[config.mk]
export PLATFORM = sky130hd
export DESIGN_NAME = masked_word_sequence_scanner_unit
export DESIGN_NICKNAME = d
export VERILOG_FILES = /design/src/mwss_pkg.sv /design/src/masked_word_sequence_scanner_unit.sv /design/src/mwss_ram.sv
export SDC_FILE = /design/constraint.sdc
export NUM_CORES = 2
export LEC_CHECK = 0
export BUFFER_PORTS_ARGS = -buffer_cell sky130_fd_sc_hd__buf_2
export CAP_MARGIN = 5
export CELL_PAD_IN_SITES_DETAIL_PLACEMENT = 0
export CELL_PAD_IN_SITES_GLOBAL_PLACEMENT = 1
export CORE_MARGIN = 1.5
export CORE_UTILIZATION = 52
export DETAILED_ROUTE_END_ITERATION = 6
export PLACE_DENSITY = 0.79
export SLEW_MARGIN = 30
export SYNTH_ARGS = -nofsm -noshare
export SYNTH_HDL_FRONTEND = slang
export SYNTH_HIERARCHICAL = 1
export SYNTH_SLANG_ARGS = --single-unit
export TNS_END_PERCENT = 10
[constraint.sdc]
create_clock -name clk_i -period 10.7 [get_ports clk_i]
set_input_delay 2.14 -clock clk_i [delete_from_list [all_inputs] [get_ports clk_i]]
set_output_delay 2.14 -clock clk_i [all_outputs]
set_load 0.01 [all_outputs]
[src/mwss_pkg.sv]
// Package for the masked word sequence scanner: request and result structs,
// action codes, register indexes and parameter defaults. No dependencies.
`default_nettype none

package mwss_pkg;

  localparam int unsigned PATTERN_DEPTH_DEF = 16;
  localparam int unsigned RESULT_LIMIT_DEF  = 16;

  localparam int unsigned CFG_IDX_W  = 2;
  localparam int unsigned CFG_DATA_W = 5;

  localparam logic [CFG_IDX_W-1:0] CFG_PATTERN_LENGTH = 2'd0;
  localparam logic [CFG_IDX_W-1:0] CFG_MAX_MATCHES    = 2'd1;

  localparam logic [CFG_DATA_W-1:0] PATTERN_LENGTH_RST = 5'd1;
  localparam logic [CFG_DATA_W-1:0] MAX_MATCHES_RST    = 5'd16;

  typedef enum logic [1:0] {
    ACT_LOAD    = 2'd0,
    ACT_RESTART = 2'd1,
    ACT_SCAN    = 2'd2
  } action_e;

  typedef struct packed {
    action_e     action;
    logic [3:0]  entry_index;
    logic [31:0] entry_mask;
    logic [31:0] entry_value;
    logic [31:0] word;
  } in_t;

  typedef struct packed {
    logic [31:0] match_offset;
    logic [4:0]  match_number;
    logic        limit_reached;
  } out_t;

endpackage

`default_nettype wire

[src/masked_word_sequence_scanner_unit.sv]
// Top level of the masked word sequence scanner: request stage, pattern RAM,
// compare stage and result register. Depends on mwss_pkg and mwss_ram.
//
// One request is taken every cycle unless the compare stage stalls, and a match
// result is loaded into the result register as the word that completes it
// leaves the compare stage. Load requests write the pattern RAM as they are
// taken; scan requests read the entry at the current progress, and the address
// for the next word comes straight from the compare of the word in the compare
// stage. A result waiting in the output register stalls the compare stage
// only when that stage holds another completed match. There is no clearing
// pass: pattern entries must be loaded before they are scanned against.
`default_nettype none

module masked_word_sequence_scanner_unit #(
  parameter int unsigned PATTERN_DEPTH = mwss_pkg::PATTERN_DEPTH_DEF,
  parameter int unsigned RESULT_LIMIT  = mwss_pkg::RESULT_LIMIT_DEF
) (
  input  wire logic                            clk_i,
  input  wire logic                            rst_ni,
  input  wire logic                            cfg_we_i,
  input  wire logic [mwss_pkg::CFG_IDX_W-1:0]  cfg_idx_i,
  input  wire logic [mwss_pkg::CFG_DATA_W-1:0] cfg_data_i,
  input  wire logic                            in_valid_i,
  output logic                                 in_ready_o,
  input  wire mwss_pkg::in_t                   in_data_i,
  output logic                                 out_valid_o,
  input  wire logic                            out_ready_i,
  output mwss_pkg::out_t                       out_data_o
);

  import mwss_pkg::*;

  localparam int unsigned AW = (PATTERN_DEPTH > 1) ? $clog2(PATTERN_DEPTH) : 1;
  localparam int unsigned PW = $clog2(PATTERN_DEPTH + 1);
  localparam int unsigned MW = $clog2(RESULT_LIMIT + 1);

  logic [CFG_DATA_W-1:0] pattern_length_q, max_matches_q;

  logic          s1_valid_q, s1_valid_d;
  action_e       s1_action_q;
  logic [31:0]   s1_word_q;

  logic [PW-1:0] progress_q, progress_d;
  logic [31:0]   pos_q, pos_d;
  logic [MW-1:0] matches_q, matches_d;
  logic          stopped_q, stopped_d;

  logic          out_valid_q, out_valid_d;
  out_t          out_q, out_d;

  logic [63:0]   rd_data;
  logic [PW-1:0] len, run;
  logic [MW-1:0] lim, matches_inc;
  logic [31:0]   pos_inc;
  logic          hit, complete, s1_res, s1_adv, s1_fire;
  logic          in_acc, ram_we, ram_re;

  // configuration registers
  always_ff @(posedge clk_i or negedge rst_ni) begin
    if (!rst_ni) begin
      pattern_length_q <= PATTERN_LENGTH_RST;
      max_matches_q    <= MAX_MATCHES_RST;
    end else if (cfg_we_i) begin
      if (cfg_idx_i == CFG_PATTERN_LENGTH) begin
        pattern_length_q <= cfg_data_i;
      end else if (cfg_idx_i == CFG_MAX_MATCHES) begin
        max_matches_q <= cfg_data_i;
      end
    end
  end

  // clamp length and limit into range
  always_comb begin
    if (pattern_length_q == '0) begin
      len = PW'(1);
    end else if (32'(pattern_length_q) > 32'(PATTERN_DEPTH)) begin
      len = PW'(PATTERN_DEPTH);
    end else begin
      len = PW'(pattern_length_q);
    end
    if (max_matches_q == '0) begin
      lim = MW'(1);
    end else if (32'(max_matches_q) > 32'(RESULT_LIMIT)) begin
      lim = MW'(RESULT_LIMIT);
    end else begin
      lim = MW'(max_matches_q);
    end
  end

  // compare stage decode
  assign hit         = (s1_word_q & rd_data[63:32]) == rd_data[31:0];
  assign run         = progress_q + PW'(1);
  assign complete    = hit && (run >= len);
  assign matches_inc = matches_q + MW'(1);
  assign pos_inc     = pos_q + 32'd4;
  assign s1_res      = s1_valid_q && (s1_action_q == ACT_SCAN) && !stopped_q && complete;
  assign s1_adv      = !s1_res || !out_valid_q || out_ready_i;
  assign s1_fire     = s1_valid_q && s1_adv;

  assign in_ready_o  = !s1_valid_q || s1_adv;
  assign in_acc      = in_valid_i && in_ready_o;

  // scan state update
  always_comb begin
    progress_d = progress_q;
    pos_d      = pos_q;
    matches_d  = matches_q;
    stopped_d  = stopped_q;
    if (s1_fire) begin
      unique case (s1_action_q)
        ACT_RESTART: begin
          progress_d = '0;
          pos_d      = '0;
          matches_d  = '0;
          stopped_d  = 1'b0;
        end
        ACT_SCAN: begin
          if (!stopped_q) begin
            pos_d = pos_inc;
            if (!hit) begin
              progress_d = '0;
            end else if (!complete) begin
              progress_d = run;
            end else begin
              progress_d = '0;
              matches_d  = matches_inc;
              stopped_d  = matches_inc >= lim;
            end
          end
        end
        default: begin
        end
      endcase
    end
  end

  // result register
  always_comb begin
    out_valid_d = out_valid_q;
    out_d       = out_q;
    if (s1_fire && s1_res) begin
      out_valid_d         = 1'b1;
      out_d.match_offset  = pos_inc - (32'(run) << 2);
      out_d.match_number  = 5'(matches_inc);
      out_d.limit_reached = matches_inc >= lim;
    end else if (out_ready_i) begin
      out_valid_d = 1'b0;
    end
  end

  always_comb begin
    s1_valid_d = s1_valid_q;
    if (in_acc) begin
      s1_valid_d = 1'b1;
    end else if (s1_adv) begin
      s1_valid_d = 1'b0;
    end
  end

  always_ff @(posedge clk_i or negedge rst_ni) begin
    if (!rst_ni) begin
      s1_valid_q  <= 1'b0;
      out_valid_q <= 1'b0;
      progress_q  <= '0;
      pos_q       <= '0;
      matches_q   <= '0;
      stopped_q   <= 1'b0;
    end else begin
      s1_valid_q  <= s1_valid_d;
      out_valid_q <= out_valid_d;
      progress_q  <= progress_d;
      pos_q       <= pos_d;
      matches_q   <= matches_d;
      stopped_q   <= stopped_d;
    end
  end

  always_ff @(posedge clk_i) begin
    out_q <= out_d;
    if (in_acc) begin
      s1_action_q <= in_data_i.action;
      s1_word_q   <= in_data_i.word;
    end
  end

  // pattern store, read address forwarded from the compare stage
  assign ram_we = in_acc && (in_data_i.action == ACT_LOAD)
                  && (32'(in_data_i.entry_index) < 32'(PATTERN_DEPTH));
  assign ram_re = in_acc && (in_data_i.action == ACT_SCAN);

  mwss_ram #(
    .WIDTH (64),
    .DEPTH (PATTERN_DEPTH)
  ) u_pattern_ram (
    .clk_i   (clk_i),
    .we_i    (ram_we),
    .waddr_i (AW'(in_data_i.entry_index)),
    .wdata_i ({in_data_i.entry_mask, in_data_i.entry_value}),
    .re_i    (ram_re),
    .raddr_i (progress_d[AW-1:0]),
    .rdata_o (rd_data)
  );

  assign out_valid_o = out_valid_q;
  assign out_data_o  = out_q;

  a_progress_in_store: assert property (@(posedge clk_i) disable iff (!rst_ni)
    progress_q < PW'(PATTERN_DEPTH))
    else $error("match progress points past the pattern store");

  a_count_bounded: assert property (@(posedge clk_i) disable iff (!rst_ni)
    matches_q <= MW'(RESULT_LIMIT))
    else $error("match count exceeds the result limit");

  a_stop_needs_match: assert property (@(posedge clk_i) disable iff (!rst_ni)
    stopped_q |-> (matches_q != '0))
    else $error("scan stopped without any match");

  a_result_loaded: assert property (@(posedge clk_i) disable iff (!rst_ni)
    (s1_fire && s1_res) |=> out_valid_q)
    else $error("completed match did not reach the result register");

endmodule

`default_nettype wire

[src/mwss_ram.sv]
// Generic single-write, single-read synchronous RAM with registered read data.
// Standalone, no package dependency.
`default_nettype none

module mwss_ram #(
  parameter int unsigned WIDTH = 64,
  parameter int unsigned DEPTH = 16,
  localparam int unsigned AW   = (DEPTH > 1) ? $clog2(DEPTH) : 1
) (
  input  wire logic             clk_i,
  input  wire logic             we_i,
  input  wire logic [AW-1:0]    waddr_i,
  input  wire logic [WIDTH-1:0] wdata_i,
  input  wire logic             re_i,
  input  wire logic [AW-1:0]    raddr_i,
  output logic      [WIDTH-1:0] rdata_o
);

  logic [WIDTH-1:0] mem_q [DEPTH];

  always_ff @(posedge clk_i) begin
    if (we_i) begin
      mem_q[waddr_i] <= wdata_i;
    end
  end

  always_ff @(posedge clk_i) begin
    if (re_i) begin
      rdata_o <= mem_q[raddr_i];
    end
  end

endmodule

`default_nettype wire

==> impl_metrics.yaml <==
run_status:
  status: "complete, no violations"
power:
  p_leak_nw: 17.2
  power.density_nw_per_um2: 185
  peakVddDrop_v: 0.000231
  total_power_mw: 9.97
route:
  vias: 24635
  dr.first_iter.drc_count: 2967
  ant_nets: 0
  postRouteWirelength_um: 114000
  drc_errors: 0
  post_drt_wl_per_cell_um: 29.6
  via_per_inst: 6.39
  firstDrtPassIters: 7
synthesis:
  synthFlopType: "edfxtp_1"
  syn-instance-count: 2382
  synth_edf_count: 1158
  synth_compound_area_share_pct: 4.25
  synth_adder_area_share_pct: 0.542
  ys_seq_elements: 1211
  synth_top_family_by_area: "multiplexers"
  muxShareOfSynthArea_pct: 12.5
  synthXorXnorAreaFrac_pct: 0.810
  synthDistinctLibCells: 87
  syn_avg_cell_area_um2: 20.0
  async_flop_share_pct: 4.38
  ys_seq_area_share_pct: 75.9
  yosys.area_share.simple_pct: 4.39
  netlist_area_um2: 47600
  ys_warn_count: 6
global_routing:
  grt_pass1_wl_um: 168000
  gr-usage-all-layers_pct: 24.7
  grt_max_degree: 111
  grt_overflow: 0
  antenna_found_initial: 10
  grt_pass1_vias: 24788
critical_path:
  critPathCaptureType: "output port"
  worst-path-max-fanout: 9
  start_kind: "flop"
  path_class: "flop to output port"
  critPathArrivalTime_ns: 3.87
  cp_data_required_time_ns: 8.56
layout:
  layout_common_cells: "edfxtp_1, mux4_2, buf_2"
  final_common_cell: "edfxtp_1"
  nets: 2708
  drive_gt1_share_pct: 25.8
  final_cells: 3857
  area_delta_synth_final_pct: 13.2
sta:
  fmax_mhz: 166
  skew_ns: 0.0661
  final.setup.tns_ns: 0
  fin_crit_sh_pct: 56.2
  layout_setup_ws_ns: 4.69
  rsz0062_at_grt: "no"
  post-route-min-period_ns: 6.01
  setup_viol: 0
  slew_headroom_pct: 32.5
  slew_viol_final: 0
  worst_pin_slew_ns: 1.01
  finalHoldViolCount: 0
clock_network:
  cts_hold_buf: 0
  clk_pin_slew_ns: 0.06
  clockRootBuffer: "clkbuf_16"
  cts_setup_buffers: 0
  clock_sinks: 1211
  cts_made_buffers: 116
  ctsResizeCount: 0
  clkLatencyLatePin_ns: 0.73
  cts_tree: "built"
  htree_num_levels: 3
  clk_path_buf_depth: 3
die:
  dieArea_um2: 93300
  initial_utilization_pct: 52.7
  die_w_um: 305
  ioPinCount: 154
  rows: 110
  dieHeight_um: 305
  core-area_um2: 90300
placed_design:
  hpwl_um: 62800
  place_congestion: 0.867
  io_buffers: 151
  pre_cts_ws_ns: 4.33
  dp_cells: 3631
run:
  maxCapViolCount: 0
min_path:
  min_path_type: "flop to flop"
state kept, by name, indices dropped and copies added (netlist names), 30 cells and up:
register               cells
u_pattern_ram/mem_q     1024
u_pattern_ram/rdata_o     64
out_data_o                36
pos_q                     30
s1_word_q                 32
report_power, final:
group | leakage, nW | internal [mW] | switching, mW
Clock | 1.95 | 2.50 | 1.77
Sequential | 11.2 | 5.27 | 0.0423
Combinational | 4.11 | 0.145 | 0.238
Total | 17.2 | 7.92 | 2.05
Yosys cell counts, types with 17 or more instances:
| cell type | instances | area (um2) |
|---|---|---|
| nand3_1 | 47 | 235 |
| nor2_1 | 56 | 210 |
| mux4_2 | 256 | 5770 |
| a22oi_1 | 130 | 976 |
| ha_1 | 19 | 238 |
| edfxtp_1 | 1158 | 34800 |
| a21o_1 | 18 | 135 |
| xnor2_1 | 31 | 272 |
| nor3_1 | 23 | 115 |
| and3_1 | 22 | 138 |
| nand2_1 | 148 | 556 |
| clkbuf_1 | 62 | 233 |
| inv_1 | 21 | 78.8 |
| nand4_1 | 17 | 106 |
| buf_2 | 21 | 105 |
| dfrtp_1 | 51 | 1280 |
| o21ai_0 | 27 | 135 |
| a21oi_1 | 32 | 160 |
cell type report:
| type | instances | area, um2 |
|---|---|---|
| tap | 1176 | 1470 |
| multi-input combinational | 1024 | 10900 |
| timing repair buffer | 199 | 1220 |
| inverter | 22 | 82.6 |
| clock inverter | 79 | 1010 |
| fill | 6353 | 36500 |
| clock buffer | 140 | 3010 |
| antenna | 6 | 15.0 |
| sequential | 1211 | 36100 |
path summary, 6_finish.rpt:
check	end	slack [ns]	startpoint	cells after the start
max in group asynchronous	progress_q[1]	8.59	rst_ni	2
hold / removal	progress_q[4]	0.51	progress_q[4]	2
setup / recovery	in_ready_o	4.69	u_pattern_ram/rdata_o[50]	7
setup reg to reg	u_pattern_ram/rdata_o[52]	4.85	u_pattern_ram/rdata_o[50]	11
hold reg to reg	progress_q[4]	0.51	progress_q[4]	2
min in group asynchronous	pos_q[16]	1.61	rst_ni	2
critical path, stage by stage (launching register included):
cell	delay [ns]
edfxtp_1	0.54
and3b_1	0.26
a211oi_1	0.35
nand4_1	0.24
nor4_4	0.78
nand4_1	0.35
or2_2	0.45
buf_2	0.17
per-stage QoR:
step | utilization [%] | area, um2 | hold slack (ns)
after floorplan | - | 47600 | 0.463
after global placement | 55.0 | 49700 | 0.483
after detailed placement | 55.1 | 49800 | 0.489
after CTS | 59.6 | 53800 | 0.502
after global routing | 59.6 | 53800 | 0.518
final | 59.6 | 53800 | 0.510
logic make-up (layout without fill, tap and decap cells):
group / after synthesis / in the layout
AO/OA/AOI/OAI: 282 / 282
XOR/XNOR: 44 / 44
multiplexers: 274 / 274
adder cells (fa/ha/maj): 20 / 20
AND/OR/NAND/NOR: 402 / 402
other: 1 / 8
flip-flops: 1211 / 1211
buffers and inverters: 148 / 440
layer usage:
layer	up-vias	GRT usage (%)	wire length, um
li1	10251	-	-
met1	12979	34.0	44400
met2	1204	40.9	57200
met3	197	4.49	9650
met4	4	7.10	3120
met5	-	0	26
No activity file was read; power rests on OpenSTA's default activity.
